--- src/rtl/ps2mc_pkg.sv ---
// Shared constants, types and the clamp function of the mouse cursor block.
`timescale 1ns / 1ps

package ps2mc_pkg;

  // Field widths.
  localparam int BYTE_W     = 8;
  localparam int LIMIT_W    = 12;
  localparam int CURSOR_W   = 12;
  localparam int CFG_IDX_W  = 4;
  localparam int COORD_BITS = 12;

  // Signed width that holds a position plus or minus one movement byte.
  localparam int SUM_W = ((COORD_BITS > LIMIT_W) ? COORD_BITS : LIMIT_W) + 2;

  localparam logic [SUM_W-1:0]      COORD_MAX     = SUM_W'((1 << COORD_BITS) - 1);
  localparam logic [COORD_BITS-1:0] POS_RESET     = COORD_BITS'(100);
  localparam logic [LIMIT_W-1:0]    X_LIMIT_RESET = LIMIT_W'(1024);
  localparam logic [LIMIT_W-1:0]    Y_LIMIT_RESET = LIMIT_W'(768);

  // Bit of the header byte that is always set in a valid packet.
  localparam int HDR_SYNC_BIT = 3;

  // Configuration register indexes.
  localparam logic [CFG_IDX_W-1:0] REG_X_LIMIT = CFG_IDX_W'(0);
  localparam logic [CFG_IDX_W-1:0] REG_Y_LIMIT = CFG_IDX_W'(1);

  // Position of the next byte within a packet.
  typedef enum logic [1:0] {
    PH_HEADER = 2'd0,
    PH_DX     = 2'd1,
    PH_DY     = 2'd2
  } phase_t;

  // Clamp ceilings handed from the register file to the decoder.
  typedef struct packed {
    logic [LIMIT_W-1:0] x_limit;
    logic [LIMIT_W-1:0] y_limit;
  } limits_t;

  // One result item.
  typedef struct packed {
    logic [CURSOR_W-1:0] cursor_x;
    logic [CURSOR_W-1:0] cursor_y;
  } cursor_res_t;

  // Clamp a signed sum to zero and to the smaller of the limit and the coordinate range.
  function automatic logic [COORD_BITS-1:0] clamp_coord(input logic signed [SUM_W-1:0] v,
                                                         input logic [LIMIT_W-1:0] limit);
    logic [SUM_W-1:0] lim_ext;
    logic [SUM_W-1:0] ceil_v;
    logic [SUM_W-1:0] res;
    lim_ext = SUM_W'(limit);
    ceil_v  = (lim_ext < COORD_MAX) ? lim_ext : COORD_MAX;
    if (v[SUM_W-1]) begin
      res = '0;
    end else if ($unsigned(v) > ceil_v) begin
      res = ceil_v;
    end else begin
      res = $unsigned(v);
    end
    return COORD_BITS'(res);
  endfunction

endpackage

--- src/rtl/ps2mc_channels.sv ---
// Handshake channel interfaces of the mouse cursor block.
`timescale 1ns / 1ps

// Byte stream from the mouse data port.
interface ps2mc_byte_if
  import ps2mc_pkg::*;
  ();
  logic              valid;
  logic              ready;
  logic [BYTE_W-1:0] rx_byte;

  modport source (output valid, output rx_byte, input ready);
  modport sink   (input valid, input rx_byte, output ready);
endinterface

// Cursor position results.
interface ps2mc_cursor_if
  import ps2mc_pkg::*;
  ();
  logic                valid;
  logic                ready;
  logic [CURSOR_W-1:0] cursor_x;
  logic [CURSOR_W-1:0] cursor_y;

  modport source (output valid, output cursor_x, output cursor_y, input ready);
  modport sink   (input valid, input cursor_x, input cursor_y, output ready);
endinterface

// Configuration register writes.
interface ps2mc_cfg_if
  import ps2mc_pkg::*;
  ();
  logic                 valid;
  logic                 ready;
  logic [CFG_IDX_W-1:0] reg_index;
  logic [LIMIT_W-1:0]   wdata;

  modport source (output valid, output reg_index, output wdata, input ready);
  modport sink   (input valid, input reg_index, input wdata, output ready);
endinterface

--- src/rtl/ps2mc_cfg_regs.sv ---
// Configuration registers holding the cursor clamp limits.
`timescale 1ns / 1ps

module ps2mc_cfg_regs
  import ps2mc_pkg::*;
(
  input  logic                 clk,
  input  logic                 rst,
  input  logic                 wr_valid,
  output logic                 wr_ready,
  input  logic [CFG_IDX_W-1:0] wr_index,
  input  logic [LIMIT_W-1:0]   wr_data,
  output limits_t              limits
);

  limits_t regs;

  // Writes are always taken; unknown indexes are dropped.
  assign wr_ready = 1'b1;
  assign limits   = regs;

  // Register file update.
  always_ff @(posedge clk) begin
    if (rst) begin
      regs.x_limit <= X_LIMIT_RESET;
      regs.y_limit <= Y_LIMIT_RESET;
    end else if (wr_valid) begin
      unique case (wr_index)
        REG_X_LIMIT: regs.x_limit <= wr_data;
        REG_Y_LIMIT: regs.y_limit <= wr_data;
        default: ;
      endcase
    end
  end

endmodule

--- src/rtl/ps2mc_in_reg.sv ---
// Input register that captures one received byte per transfer.
`timescale 1ns / 1ps

module ps2mc_in_reg
  import ps2mc_pkg::*;
(
  input  logic              clk,
  input  logic              rst,
  input  logic              in_valid,
  output logic              in_ready,
  input  logic [BYTE_W-1:0] in_byte,
  output logic              held_valid,
  output logic [BYTE_W-1:0] held_byte,
  input  logic              take
);

  logic              vld;
  logic [BYTE_W-1:0] data;

  // A new byte enters when the register is empty or is being drained.
  assign in_ready   = !vld || take;
  assign held_valid = vld;
  assign held_byte  = data;

  // Valid flag.
  always_ff @(posedge clk) begin
    if (rst) begin
      vld <= 1'b0;
    end else if (in_ready) begin
      vld <= in_valid;
    end
  end

  // Byte storage.
  always_ff @(posedge clk) begin
    if (in_ready && in_valid) begin
      data <= in_byte;
    end
  end

endmodule

--- src/rtl/ps2mc_decode.sv ---
// Framing, cursor update, clamping: one byte per cycle unless stalled.
`timescale 1ns / 1ps

module ps2mc_decode
  import ps2mc_pkg::*;
(
  input  logic              clk,
  input  logic              rst,
  input  logic              byte_valid,
  input  logic [BYTE_W-1:0] byte_data,
  output logic              take,
  input  limits_t           limits,
  output logic              res_valid,
  input  logic              res_space,
  output cursor_res_t       res
);

  phase_t                  phase;
  phase_t                  phase_next;
  logic [BYTE_W-1:0]       dx_byte;
  logic [COORD_BITS-1:0]   pos_x;
  logic [COORD_BITS-1:0]   pos_y;
  logic [COORD_BITS-1:0]   pos_x_next;
  logic [COORD_BITS-1:0]   pos_y_next;
  logic signed [SUM_W-1:0] sum_x;
  logic signed [SUM_W-1:0] sum_y;
  logic                    last_byte;

  // Only the last byte of a packet needs room in the output register.
  assign last_byte = (phase == PH_DY);
  assign take      = byte_valid && (!last_byte || res_space);
  assign res_valid = take && last_byte;

  // New position: X gains dx, Y loses dy since screen Y grows downward.
  always_comb begin
    sum_x      = $signed(SUM_W'(pos_x)) + SUM_W'($signed(dx_byte));
    sum_y      = $signed(SUM_W'(pos_y)) - SUM_W'($signed(byte_data));
    pos_x_next = clamp_coord(sum_x, limits.x_limit);
    pos_y_next = clamp_coord(sum_y, limits.y_limit);
  end

  assign res.cursor_x = CURSOR_W'(pos_x_next);
  assign res.cursor_y = CURSOR_W'(pos_y_next);

  // Phase sequencing; a header without the sync bit is dropped.
  always_comb begin
    case (phase)
      PH_DX:   phase_next = PH_DY;
      PH_DY:   phase_next = PH_HEADER;
      default: phase_next = byte_data[HDR_SYNC_BIT] ? PH_DX : PH_HEADER;
    endcase
  end

  // Packet state and cursor position.
  always_ff @(posedge clk) begin
    if (rst) begin
      phase   <= PH_HEADER;
      dx_byte <= '0;
      pos_x   <= POS_RESET;
      pos_y   <= POS_RESET;
    end else if (take) begin
      phase <= phase_next;
      if (phase == PH_DX) begin
        dx_byte <= byte_data;
      end
      if (last_byte) begin
        pos_x <= pos_x_next;
        pos_y <= pos_y_next;
      end
    end
  end

endmodule

--- src/rtl/ps2mc_out_reg.sv ---
// Output register that holds one cursor result until it is taken.
`timescale 1ns / 1ps

module ps2mc_out_reg
  import ps2mc_pkg::*;
(
  input  logic        clk,
  input  logic        rst,
  input  logic        res_valid,
  output logic        res_space,
  input  cursor_res_t res,
  output logic        out_valid,
  input  logic        out_ready,
  output cursor_res_t out_data
);

  logic        vld;
  cursor_res_t data;

  // Room for a new result when empty or when the held one leaves now.
  assign res_space = !vld || out_ready;
  assign out_valid = vld;
  assign out_data  = data;

  // Valid flag.
  always_ff @(posedge clk) begin
    if (rst) begin
      vld <= 1'b0;
    end else if (res_space) begin
      vld <= res_valid;
    end
  end

  // Result storage.
  always_ff @(posedge clk) begin
    if (res_space && res_valid) begin
      data <= res;
    end
  end

endmodule

--- src/rtl/ps2_mouse_packet_cursor.sv ---
// PS/2 mouse packet decoder: turns 3-byte mouse packets into a clamped cursor position.
// Bytes arrive on byte_in, one byte per transfer, and a header byte with bit 3 clear
// is dropped so the stream can regain sync. On the third byte of each packet the cursor
// moves by dx and by minus dy, each coordinate is clamped to 0 and to its limit register
// (x_limit at index 0, y_limit at index 1, both on cfg_wr; the user must write them
// only while the block is idle, which the block does not enforce), and one result is
// sent on cursor_out. The cursor starts at (100, 100). An input register feeds a short
// add-and-clamp path into an output register, so a new byte is taken on every cycle
// unless a held result stalls it. A result enters the output register when its last
// byte leaves the input register. A held result stalls the last byte of the next packet
// in the input register, and the byte stream waits behind it until the result is taken.
`timescale 1ns / 1ps

module ps2_mouse_packet_cursor
  import ps2mc_pkg::*;
(
  input  logic                  clk,
  input  logic                  rst,
  ps2mc_byte_if.sink            byte_in,
  ps2mc_cursor_if.source        cursor_out,
  ps2mc_cfg_if.sink             cfg_wr
);

  limits_t           limits;
  logic              held_valid;
  logic [BYTE_W-1:0] held_byte;
  logic              take;
  logic              res_valid;
  logic              res_space;
  cursor_res_t       res;
  cursor_res_t       out_data;

  // Clamp limit registers.
  ps2mc_cfg_regs u_cfg_regs (
    .clk      (clk),
    .rst      (rst),
    .wr_valid (cfg_wr.valid),
    .wr_ready (cfg_wr.ready),
    .wr_index (cfg_wr.reg_index),
    .wr_data  (cfg_wr.wdata),
    .limits   (limits)
  );

  // Input byte register.
  ps2mc_in_reg u_in_reg (
    .clk        (clk),
    .rst        (rst),
    .in_valid   (byte_in.valid),
    .in_ready   (byte_in.ready),
    .in_byte    (byte_in.rx_byte),
    .held_valid (held_valid),
    .held_byte  (held_byte),
    .take       (take)
  );

  // Packet framing and cursor arithmetic.
  ps2mc_decode u_decode (
    .clk        (clk),
    .rst        (rst),
    .byte_valid (held_valid),
    .byte_data  (held_byte),
    .take       (take),
    .limits     (limits),
    .res_valid  (res_valid),
    .res_space  (res_space),
    .res        (res)
  );

  // Result register.
  ps2mc_out_reg u_out_reg (
    .clk       (clk),
    .rst       (rst),
    .res_valid (res_valid),
    .res_space (res_space),
    .res       (res),
    .out_valid (cursor_out.valid),
    .out_ready (cursor_out.ready),
    .out_data  (out_data)
  );

  assign cursor_out.cursor_x = out_data.cursor_x;
  assign cursor_out.cursor_y = out_data.cursor_y;

endmodule

--- src/flat_wrapper.sv ---
// flat-port wrapper written by rule: the top's interface ports become plain ports
module ps2_mouse_packet_cursor_flat import ps2mc_pkg::*;
  (clk, rst, byte_in_valid, byte_in_rx_byte, byte_in_ready, cursor_out_valid, cursor_out_cursor_x, cursor_out_cursor_y, cursor_out_ready, cfg_wr_valid, cfg_wr_reg_index, cfg_wr_wdata, cfg_wr_ready);
  ps2mc_byte_if byte_in_i ();
  ps2mc_cursor_if cursor_out_i ();
  ps2mc_cfg_if cfg_wr_i ();
  input  logic clk;
  input  logic rst;
  input wire logic [$bits(byte_in_i.valid)-1:0] byte_in_valid;
  input wire logic [$bits(byte_in_i.rx_byte)-1:0] byte_in_rx_byte;
  output wire logic [$bits(byte_in_i.ready)-1:0] byte_in_ready;
  output wire logic [$bits(cursor_out_i.valid)-1:0] cursor_out_valid;
  output wire logic [$bits(cursor_out_i.cursor_x)-1:0] cursor_out_cursor_x;
  output wire logic [$bits(cursor_out_i.cursor_y)-1:0] cursor_out_cursor_y;
  input wire logic [$bits(cursor_out_i.ready)-1:0] cursor_out_ready;
  input wire logic [$bits(cfg_wr_i.valid)-1:0] cfg_wr_valid;
  input wire logic [$bits(cfg_wr_i.reg_index)-1:0] cfg_wr_reg_index;
  input wire logic [$bits(cfg_wr_i.wdata)-1:0] cfg_wr_wdata;
  output wire logic [$bits(cfg_wr_i.ready)-1:0] cfg_wr_ready;
  assign byte_in_i.valid = byte_in_valid;
  assign byte_in_i.rx_byte = byte_in_rx_byte;
  assign byte_in_ready = byte_in_i.ready;
  assign cursor_out_valid = cursor_out_i.valid;
  assign cursor_out_cursor_x = cursor_out_i.cursor_x;
  assign cursor_out_cursor_y = cursor_out_i.cursor_y;
  assign cursor_out_i.ready = cursor_out_ready;
  assign cfg_wr_i.valid = cfg_wr_valid;
  assign cfg_wr_i.reg_index = cfg_wr_reg_index;
  assign cfg_wr_i.wdata = cfg_wr_wdata;
  assign cfg_wr_ready = cfg_wr_i.ready;
  ps2_mouse_packet_cursor u_core (.clk(clk), .rst(rst), .byte_in(byte_in_i), .cursor_out(cursor_out_i), .cfg_wr(cfg_wr_i));
endmodule
--- config.mk ---
export PLATFORM = sky130hd
export DESIGN_NAME = ps2_mouse_packet_cursor_flat
export DESIGN_NICKNAME = d
export VERILOG_FILES = /design/src/rtl/ps2mc_pkg.sv /design/src/rtl/ps2mc_channels.sv /design/src/rtl/ps2mc_cfg_regs.sv /design/src/rtl/ps2mc_in_reg.sv /design/src/rtl/ps2mc_decode.sv /design/src/rtl/ps2mc_out_reg.sv /design/src/rtl/ps2_mouse_packet_cursor.sv /design/src/flat_wrapper.sv
export SDC_FILE = /design/constraint.sdc
export NUM_CORES = 1
export LEC_CHECK = 0
export BUFFER_PORTS_ARGS = -buffer_cell sky130_fd_sc_hd__buf_2
export CAP_MARGIN = 10
export CELL_PAD_IN_SITES_DETAIL_PLACEMENT = 2
export CELL_PAD_IN_SITES_GLOBAL_PLACEMENT = 2
export CORE_UTILIZATION = 42
export CTS_BUF_LIST = sky130_fd_sc_hd__clkbuf_4
export DETAILED_ROUTE_END_ITERATION = 10
export HOLD_SLACK_MARGIN = 0.02
export PLACE_DENSITY_LB_ADDON = 0.08
export RECOVER_POWER = 25
export SKIP_LAST_GASP = 1
export SLEW_MARGIN = 15
export SYNTH_ARGS = -nofsm -noshare
export SYNTH_HDL_FRONTEND = slang
export SYNTH_HIERARCHICAL = 1
export SYNTH_SLANG_ARGS = --single-unit
--- constraint.sdc ---
create_clock -name clk -period 6.3 [get_ports clk]
set_input_delay 1.26 -clock clk [delete_from_list [all_inputs] [get_ports clk]]
set_output_delay 1.26 -clock clk [all_outputs]
set_load 0.005 [all_outputs]
==> flow_summary_export.csv, run 1 <==
group,metric,value,unit
run_status,status,"finished clean",
pwr,power.leakage,2.554,nW
final_layout,finish.net_count,725,
worst_hold_path,min_path_type,"reg -> reg",
routing,dr.pass1.iters,5,
pwr,power.density,178.6,nW/um2
sta,period_share,80.10,%
critical_path,rrSetupSlack,1.25,ns
placement,place_congestion,0.9186,
routing,drt_iter0_drc,196,
sta,relSlewSlack,32.72,%
synthesis,yosysSeqAreaShare,38.15,%
sta,finalHoldViolCount,0,
synthesis,synth-compound-area-share,16.98,%
routing,via_per_inst,5.535,
sta,fin_setup_tns,0,ns
synthesis,synthSimpleGateAreaFrac,17.13,%
cts,ctsResizeCount,0,
placement,io_buffers,54,
cts,clk_path_buf_depth,2,
synthesis,synth_flop_cell,"dfxtp_1",
synthesis,synth-adder-area-share,12.19,%
floorplanning,dieWidth,118.2,um
placement,hpwl,13.39,mm
synthesis,synthCells,596,
floorplanning,ioPinCount,56,
floorplanning,num_rows,42,
cts,cts_hold_buf,0,
synthesis,yosys.area_share.xor_xnor,3.356,%
sta,rsz0062_at_grt,"false",
sta,fin_worst_skew,0.01521,ns
sta,setup_viol_count_final,0,
routing,vias,4561,
placement,postPlaceCellArea,6041,um2
sta,drv_slew,0,
routing,wl_per_cell,20.79,um
routing,drt.antenna.violating_nets,0,
cts,cts.sinks,92,
synthesis,synth_async_sr_flop_share,0,%
final_layout,drive_gt1_share,13.60,%
cts,cts_made_buffers,9,
synthesis,synth_top_cells_by_count,"dfxtp_1, inv_1, ha_1, nand2_1, nor2_1",
floorplanning,die_y,118.2,um
synthesis,synth_warnings,6,
cts,cts_tree,"yes",
global_route,grt_pass1_vias,5097,
cts,clockRootBuffer,"clkbuf_4",
cts,worstSkewPairLatency,0.49,ns
global_route,grt_usage,26.16,%
global_route,grt_max_degree,58,
floorplanning,initial_utilization,42.96,%
synthesis,synthMuxAreaShare,6.182,%
final_layout,syn_to_final_growth,8.015,%
synthesis,syn_avg_cell_area,9.508,um2
critical_path,path_max_fanout,12,
synthesis,yosysTopAreaCell,"dfxtp_1",
sta,hold_ws,0.4779,ns
global_route,grt_pass1_wl,27.77,mm
cts,post_cts_buffers,0,
final_layout,final_area,6121,um2
synthesis,yosysUniqueCellTypes,72,
global_route,antenna_found_initial,1,
synthesis,syn-cell-area,5667,um2
floorplanning,die-area,13960,um2
final_layout,utilization,46.40,%
global_route,grt-ovfl-total,0,
pwr,p_total,1.093,mW
critical_path,cp-start-kind,"flip-flop",
sta,fmax,198.2,MHz
critical_path,arrival,5.28,ns
critical_path,end_kind,"flip-flop",
flow_run,maxCapViolCount,0,
cts,htreeDepth,3,
synthesis,synth_edf_count,32,
synthesis,synth_top_area_share,21.20,%
sta,tightest_slew,1.008,ns
critical_path,required,6.53,ns
sta,finalCriticalPeriod,5.047,ns
synthesis,synth.most_common_cell,"dfxtp_1",
critical_path,crit_type,"reg -> reg",
synthesis,synth.area.top_cells,"dfxtp_1, edfxtp_1, ha_1",
synthesis,synth_fp_nets,679,
pwr,ir_worst_vdd,0.00008735,V
cts,path_clk_slew,0.15,ns
synthesis,synth_top_family_by_area,"simple AND/OR/NAND/NOR gates",
routing,drc,0,
floorplanning,core,13190,um2
routing,drt-total-wl,17.13,mm
synthesis,synth_seq_cells,92,
[where the power goes]
group | total, mW | internal [mW] | switching [mW]
registers | 0.630 | 0.623 | 0.00710
logic | 0.152 | 0.0600 | 0.0922
clock network | 0.311 | 0.0833 | 0.228
total | 1.09 | 0.766 | 0.327
[path summary, 6_finish.rpt]
| kind | to | cells past startpoint | start |
|---|---|---|---|
| max | u_core/u_out_reg/out_data[1] | 18 | u_core/u_in_reg/held_byte[0] |
| min | u_core/u_decode/pos_x[0] | 2 | u_core/u_decode/pos_x[0] |
| min reg2reg | u_core/u_decode/pos_x[0] | 2 | u_core/u_decode/pos_x[0] |
| max reg2reg | u_core/u_out_reg/out_data[1] | 18 | u_core/u_in_reg/held_byte[0] |
[cell usage in the layout, fill, tap and decap left out, types with 3 or more instances in the layout]
| cell type | Yosys | final |
|---|---|---|
| a21o_1 | 8 | 8 |
| a22oi_1 | 7 | 7 |
| inv_1 | 56 | 56 |
| nand4_1 | 3 | 3 |
| ha_1 | 52 | 52 |
| or3_1 | 3 | 3 |
| nand3_1 | 5 | 5 |
| nand2_1 | 44 | 45 |
| xnor2_1 | 12 | 12 |
| xor2_1 | 6 | 6 |
| mux2i_1 | 35 | 35 |
| o21ai_0 | 19 | 19 |
| nor3_1 | 9 | 9 |
| dfxtp_1 | 60 | 60 |
| edfxtp_1 | 32 | 32 |
| o211ai_1 | 7 | 7 |
| a222oi_1 | 3 | 3 |
| a21oi_1 | 39 | 40 |
| a31oi_1 | 5 | 5 |
| buf_2 | 1 | 52 |
| o21ai_1 | 12 | 12 |
| nor2b_1 | 5 | 5 |
| nand2b_1 | 38 | 40 |
| nor2_1 | 44 | 43 |
| clkbuf_4 | 0 | 9 |
| a22o_1 | 9 | 9 |
| a211o_1 | 5 | 5 |
| clkinv_4 | 0 | 3 |
| and3_1 | 4 | 4 |
[metrics by stage]
step	instances	setup slack, ns
after global placement	807	1.635
after CTS	823	1.281
after floorplan	596	2.267
final	824	1.253
after detailed placement	807	1.297
after global routing	824	0.9327
[critical path, cell delays in order, from the launching register on]
cell and delay (ns):
edfxtp_1 0.38, ha_1 0.18, inv_1 0.06, fa_1 0.43, a211oi_1 0.30, nor2_1 0.12, o311a_1 0.38, o21a_1 0.19
nor2_1 0.11, xnor2_1 0.17, ha_1 0.29, and4_1 0.23, a221oi_1 0.31, o21ai_0 0.17, a31oi_1 0.17, o31a_1 0.21
a21boi_2 0.69, mux2i_1 0.33, nor2_1 0.07
[layer usage]
metal	track usage (%)	routed length, um	vias to the layer above	share of wire, %
met5	0	0	-	0
met4	9.215	376	0	2.2
met3	4.585	396	26	2.3
met2	46.95	8835	74	52
met1	31.19	7523	2266	44
li1	-	-	2195	-
[cells by family (layout without fill, tap and decap cells)]
family	after synthesis	after routing
AOI/OAI and AO/OA	140	140
adders and majority gates	54	54
muxes	35	35
buffers and inverters	76	127
xor gates and xnor gates	20	20
other	1	2
and+or+nand+nor	178	178
DFF	92	92
[flip-flops by register name, summed over array words and instances, names as in the netlist]
| register | cells |
|---|---|
| u_core/u_out_reg/out_data | 24 |
| u_core/u_out_reg/out_valid | 1 |
| u_core/u_decode/pos_x | 12 |
| u_core/u_decode/dx_byte | 8 |
| u_core/u_in_reg/held_byte | 8 |
| u_core/u_decode/phase | 2 |
| u_core/u_in_reg/held_valid | 1 |
| u_core/u_decode/pos_y | 12 |
| u_core/u_cfg_regs/limits | 24 |
[final cells by class]
cell class              instances  area (um2)
diodes                          1       2.502
flip-flops and latches         92        2162
repair buffers                 55       275.3
clock buffers                   9       67.56
fillers                      1468        7069
multi-input cells             428        3131
well taps                     176       220.2
clock inverters                 7       52.55
inverters                      56       210.2
(Power assumes the default switching activity.)
==> run 2, diff against run 1 <==
- CORE_UTILIZATION: 42 -> 39
- clock period: 6.3 -> 5 ns (I/O delays scaled with it)
==> run 2 against run 1 <==
  * Highest routed layer unchanged
  * Critical endpoint is now u_core/u_out_reg/out_data[3]
  * Combinational power up 27%
  * Critical path depth up 1
  * Total power up 29%
  * Clock skew about the same
  * Design area up 0.61%
  * Core utilization down 2.5 points
  * Die area up 7.6%
  * Sequential power up 26%
  * Clock power up 36%
  * First-iteration DRC count down 3.1%
  * Non-clock buffer count up 3
  * Via count down 0.46%
==> flow_summary_export.csv, run 2 (synthesized netlist as in run 1, its figures left out) <==
group,metric,value,unit
global_route,grt_usage,23.76,%
routing,via_per_inst,5.463,
global_route,grt_max_degree,58,
cts,htreeDepth,3,
critical_path,required,5.22,ns
global_route,grt_pass1_vias,4907,
final_layout,seq_area,2162,um2
pwr,p_sw,0.3914,mW
routing,drt-total-wl,16.98,mm
sta,setup_ws,0.4366,ns
flow_run,maxCapViolCount,0,
pwr,power.leakage,2.576,nW
final_layout,final_cell_mix,"dfxtp_1, inv_1, ha_1",
cts,cts_tree,"yes",
placement,io_buffers,54,
critical_path,reg2reg_depth,19,
global_route,grt_pass1_wl,26.49,mm
sta,rsz0062_at_grt,"false",
final_layout,multiInputGateArea,3134,um2
global_route,grt-ovfl-total,0,
placement,place_ws,0.4233,ns
critical_path,crit_type,"reg -> reg",
critical_path,end_kind,"flip-flop",
floorplanning,num_rows,43,
cts,clk_path_buf_depth,2,
worst_hold_path,hold_path_depth,2,
cts,cts_hold_buf,0,
routing,drt_iter0_drc,190,
pwr,power.density,228.6,nW/um2
floorplanning,initial_utilization,40.35,%
sta,setup_viol_count_final,0,
final_layout,final_common_cell,"dfxtp_1",
cts,cts.sinks,92,
run_status,status,"finished clean",
pwr,power_frac_seq,56.3,%
critical_path,crit_chain,"ha_1 -> inv_1 -> fa_1 -> a211oi_1 -> nor2_1 -> o311a_1 -> o21a_1 -> nor2_1 -> xnor2_1 -> ha_1 -> and4_1 -> a221oi_1 -> o21ai_0 -> a31oi_1 -> o31a_1 -> a21boi_2 -> buf_4 -> mux2i_1 -> nor2_1",
final_layout,fill_cells,1547,
final_layout,syn_to_final_growth,8.677,%
cts,post_cts_buffers,0,
floorplanning,die_y,122.5,um
sta,relSlewSlack,26.89,%
sta,fmax,219.1,MHz
sta,fin_worst_skew,0.01512,ns
pwr,intPower,1.016,mW
pwr,combPwrFrac,13.7,%
cts,cts_made_buffers,9,
sta,drv_slew,0,
critical_path,worst_path_largest_cell_delay,0.41,ns
sta,finalHoldViolCount,0,
critical_path,cp-start-kind,"flip-flop",
floorplanning,dieWidth,122.5,um
pwr,p_clk_share,30.0,%
routing,wl_per_cell,20.43,um
critical_path,critPathMostFrequentCell,"nor2_1",
floorplanning,core,14040,um2
final_layout,drive_gt1_share,13.85,%
critical_path,crit_slowest_cell,"fa_1",
pwr,p_total,1.408,mW
placement,place_congestion,0.8280,
sta,tightest_slew,1.096,ns
final_layout,finish.net_count,728,
sta,fin_setup_tns,0,ns
global_route,antenna_found_initial,1,
placement,hpwl,13.35,mm
routing,drc,0,
worst_hold_path,min_path_type,"reg -> reg",
sta,finalCriticalPeriod,4.563,ns
cts,clockRootBuffer,"clkbuf_4",
routing,dr.pass1.iters,4,
routing,drt.antenna.violating_nets,0,
floorplanning,ioPinCount,56,
routing,vias,4540,
cts,ctsResizeCount,0,
cts,worstSkewPairLatency,0.48,ns
pwr,ir_worst_vdd,0.0001209,V
cts,path_clk_slew,0.15,ns
critical_path,arrival,4.78,ns
pwr,swShare,27.80,%
floorplanning,die-area,15020,um2
sta,period_share,91.27,%
critical_path,path_max_fanout,7,
## run 2: changes by cell type in the layout (fill, tap and decap cells not counted), sizes merged
cell,delta
clkbuf,+3
clkinv,-3
inv,+2
buf,+1
bufinv,+1
clkinvlp,-1
## run 2: power groups by stage
stage	combinational, mW	clock, mW	sequential (mW)
2_1_floorplan	0.134	0	0.806
3_5_place_dp	0.197	0	0.810
6_report	0.193	0.422	0.793
5_1_grt	0.215	0.469	0.794
3_3_place_gp	0.187	0	0.809
4_1_cts	0.199	0.441	0.793
## run 2: final cells by class
cell class | count | share of cell area [%]
antenna | 1 | 0.04063
clock buffer | 10 | 1.219
clock inverter | 6 | 0.8736
inverter | 56 | 3.413
multi-input combinational | 428 | 50.89
sequential | 92 | 35.11
tap | 180 | 3.657
timing repair buffer | 58 | 4.795
## run 2: per-layer routing
metal / global-route usage (%) / vias to the layer above / part of all wire, %
met5: 0 / - / 0
met4: 7.317 / 0 / 1.7
met3: 4.089 / 21 / 2.8
met2: 43.12 / 66 / 52
met1: 28.25 / 2257 / 44
li1: - / 2196 / -
## run 2: path summary, 6_finish.rpt
path	start	slack, ns	endpoint
worst max-delay path	u_core/u_in_reg/held_byte[0]	0.44	u_core/u_out_reg/out_data[3]
worst min-delay path	u_core/u_decode/pos_x[7]	0.48	u_core/u_decode/pos_x[7]
worst max register to register	u_core/u_in_reg/held_byte[0]	0.44	u_core/u_out_reg/out_data[3]
worst min register to register	u_core/u_decode/pos_x[7]	0.48	u_core/u_decode/pos_x[7]
## run 2: through the flow
| step | cell area, um2 | utilization (%) | std cells | hold WS (ns) |
|---|---|---|---|---|
| global route | 6158 | 43.86 | 831 | 0.5034 |
| global placement | 6068 | 43.21 | 814 | 0.4445 |
| floorplan | 5667 | - | 596 | 0.4250 |
| detailed placement | 6068 | 43.21 | 814 | 0.4552 |
| CTS | 6197 | 44.13 | 830 | 0.4794 |
| finish | 6158 | 43.86 | 831 | 0.4784 |
## run 2: critical path: cells and delay by family, from the launching register on
family,cells,cell delay (ns)
flops,1,0.39
mux,1,0.36
buf+inv,2,0.25
xor+xnor,1,0.18
fa+ha+maj,3,0.87
simple gates,4,0.52
compound gates,8,1.74
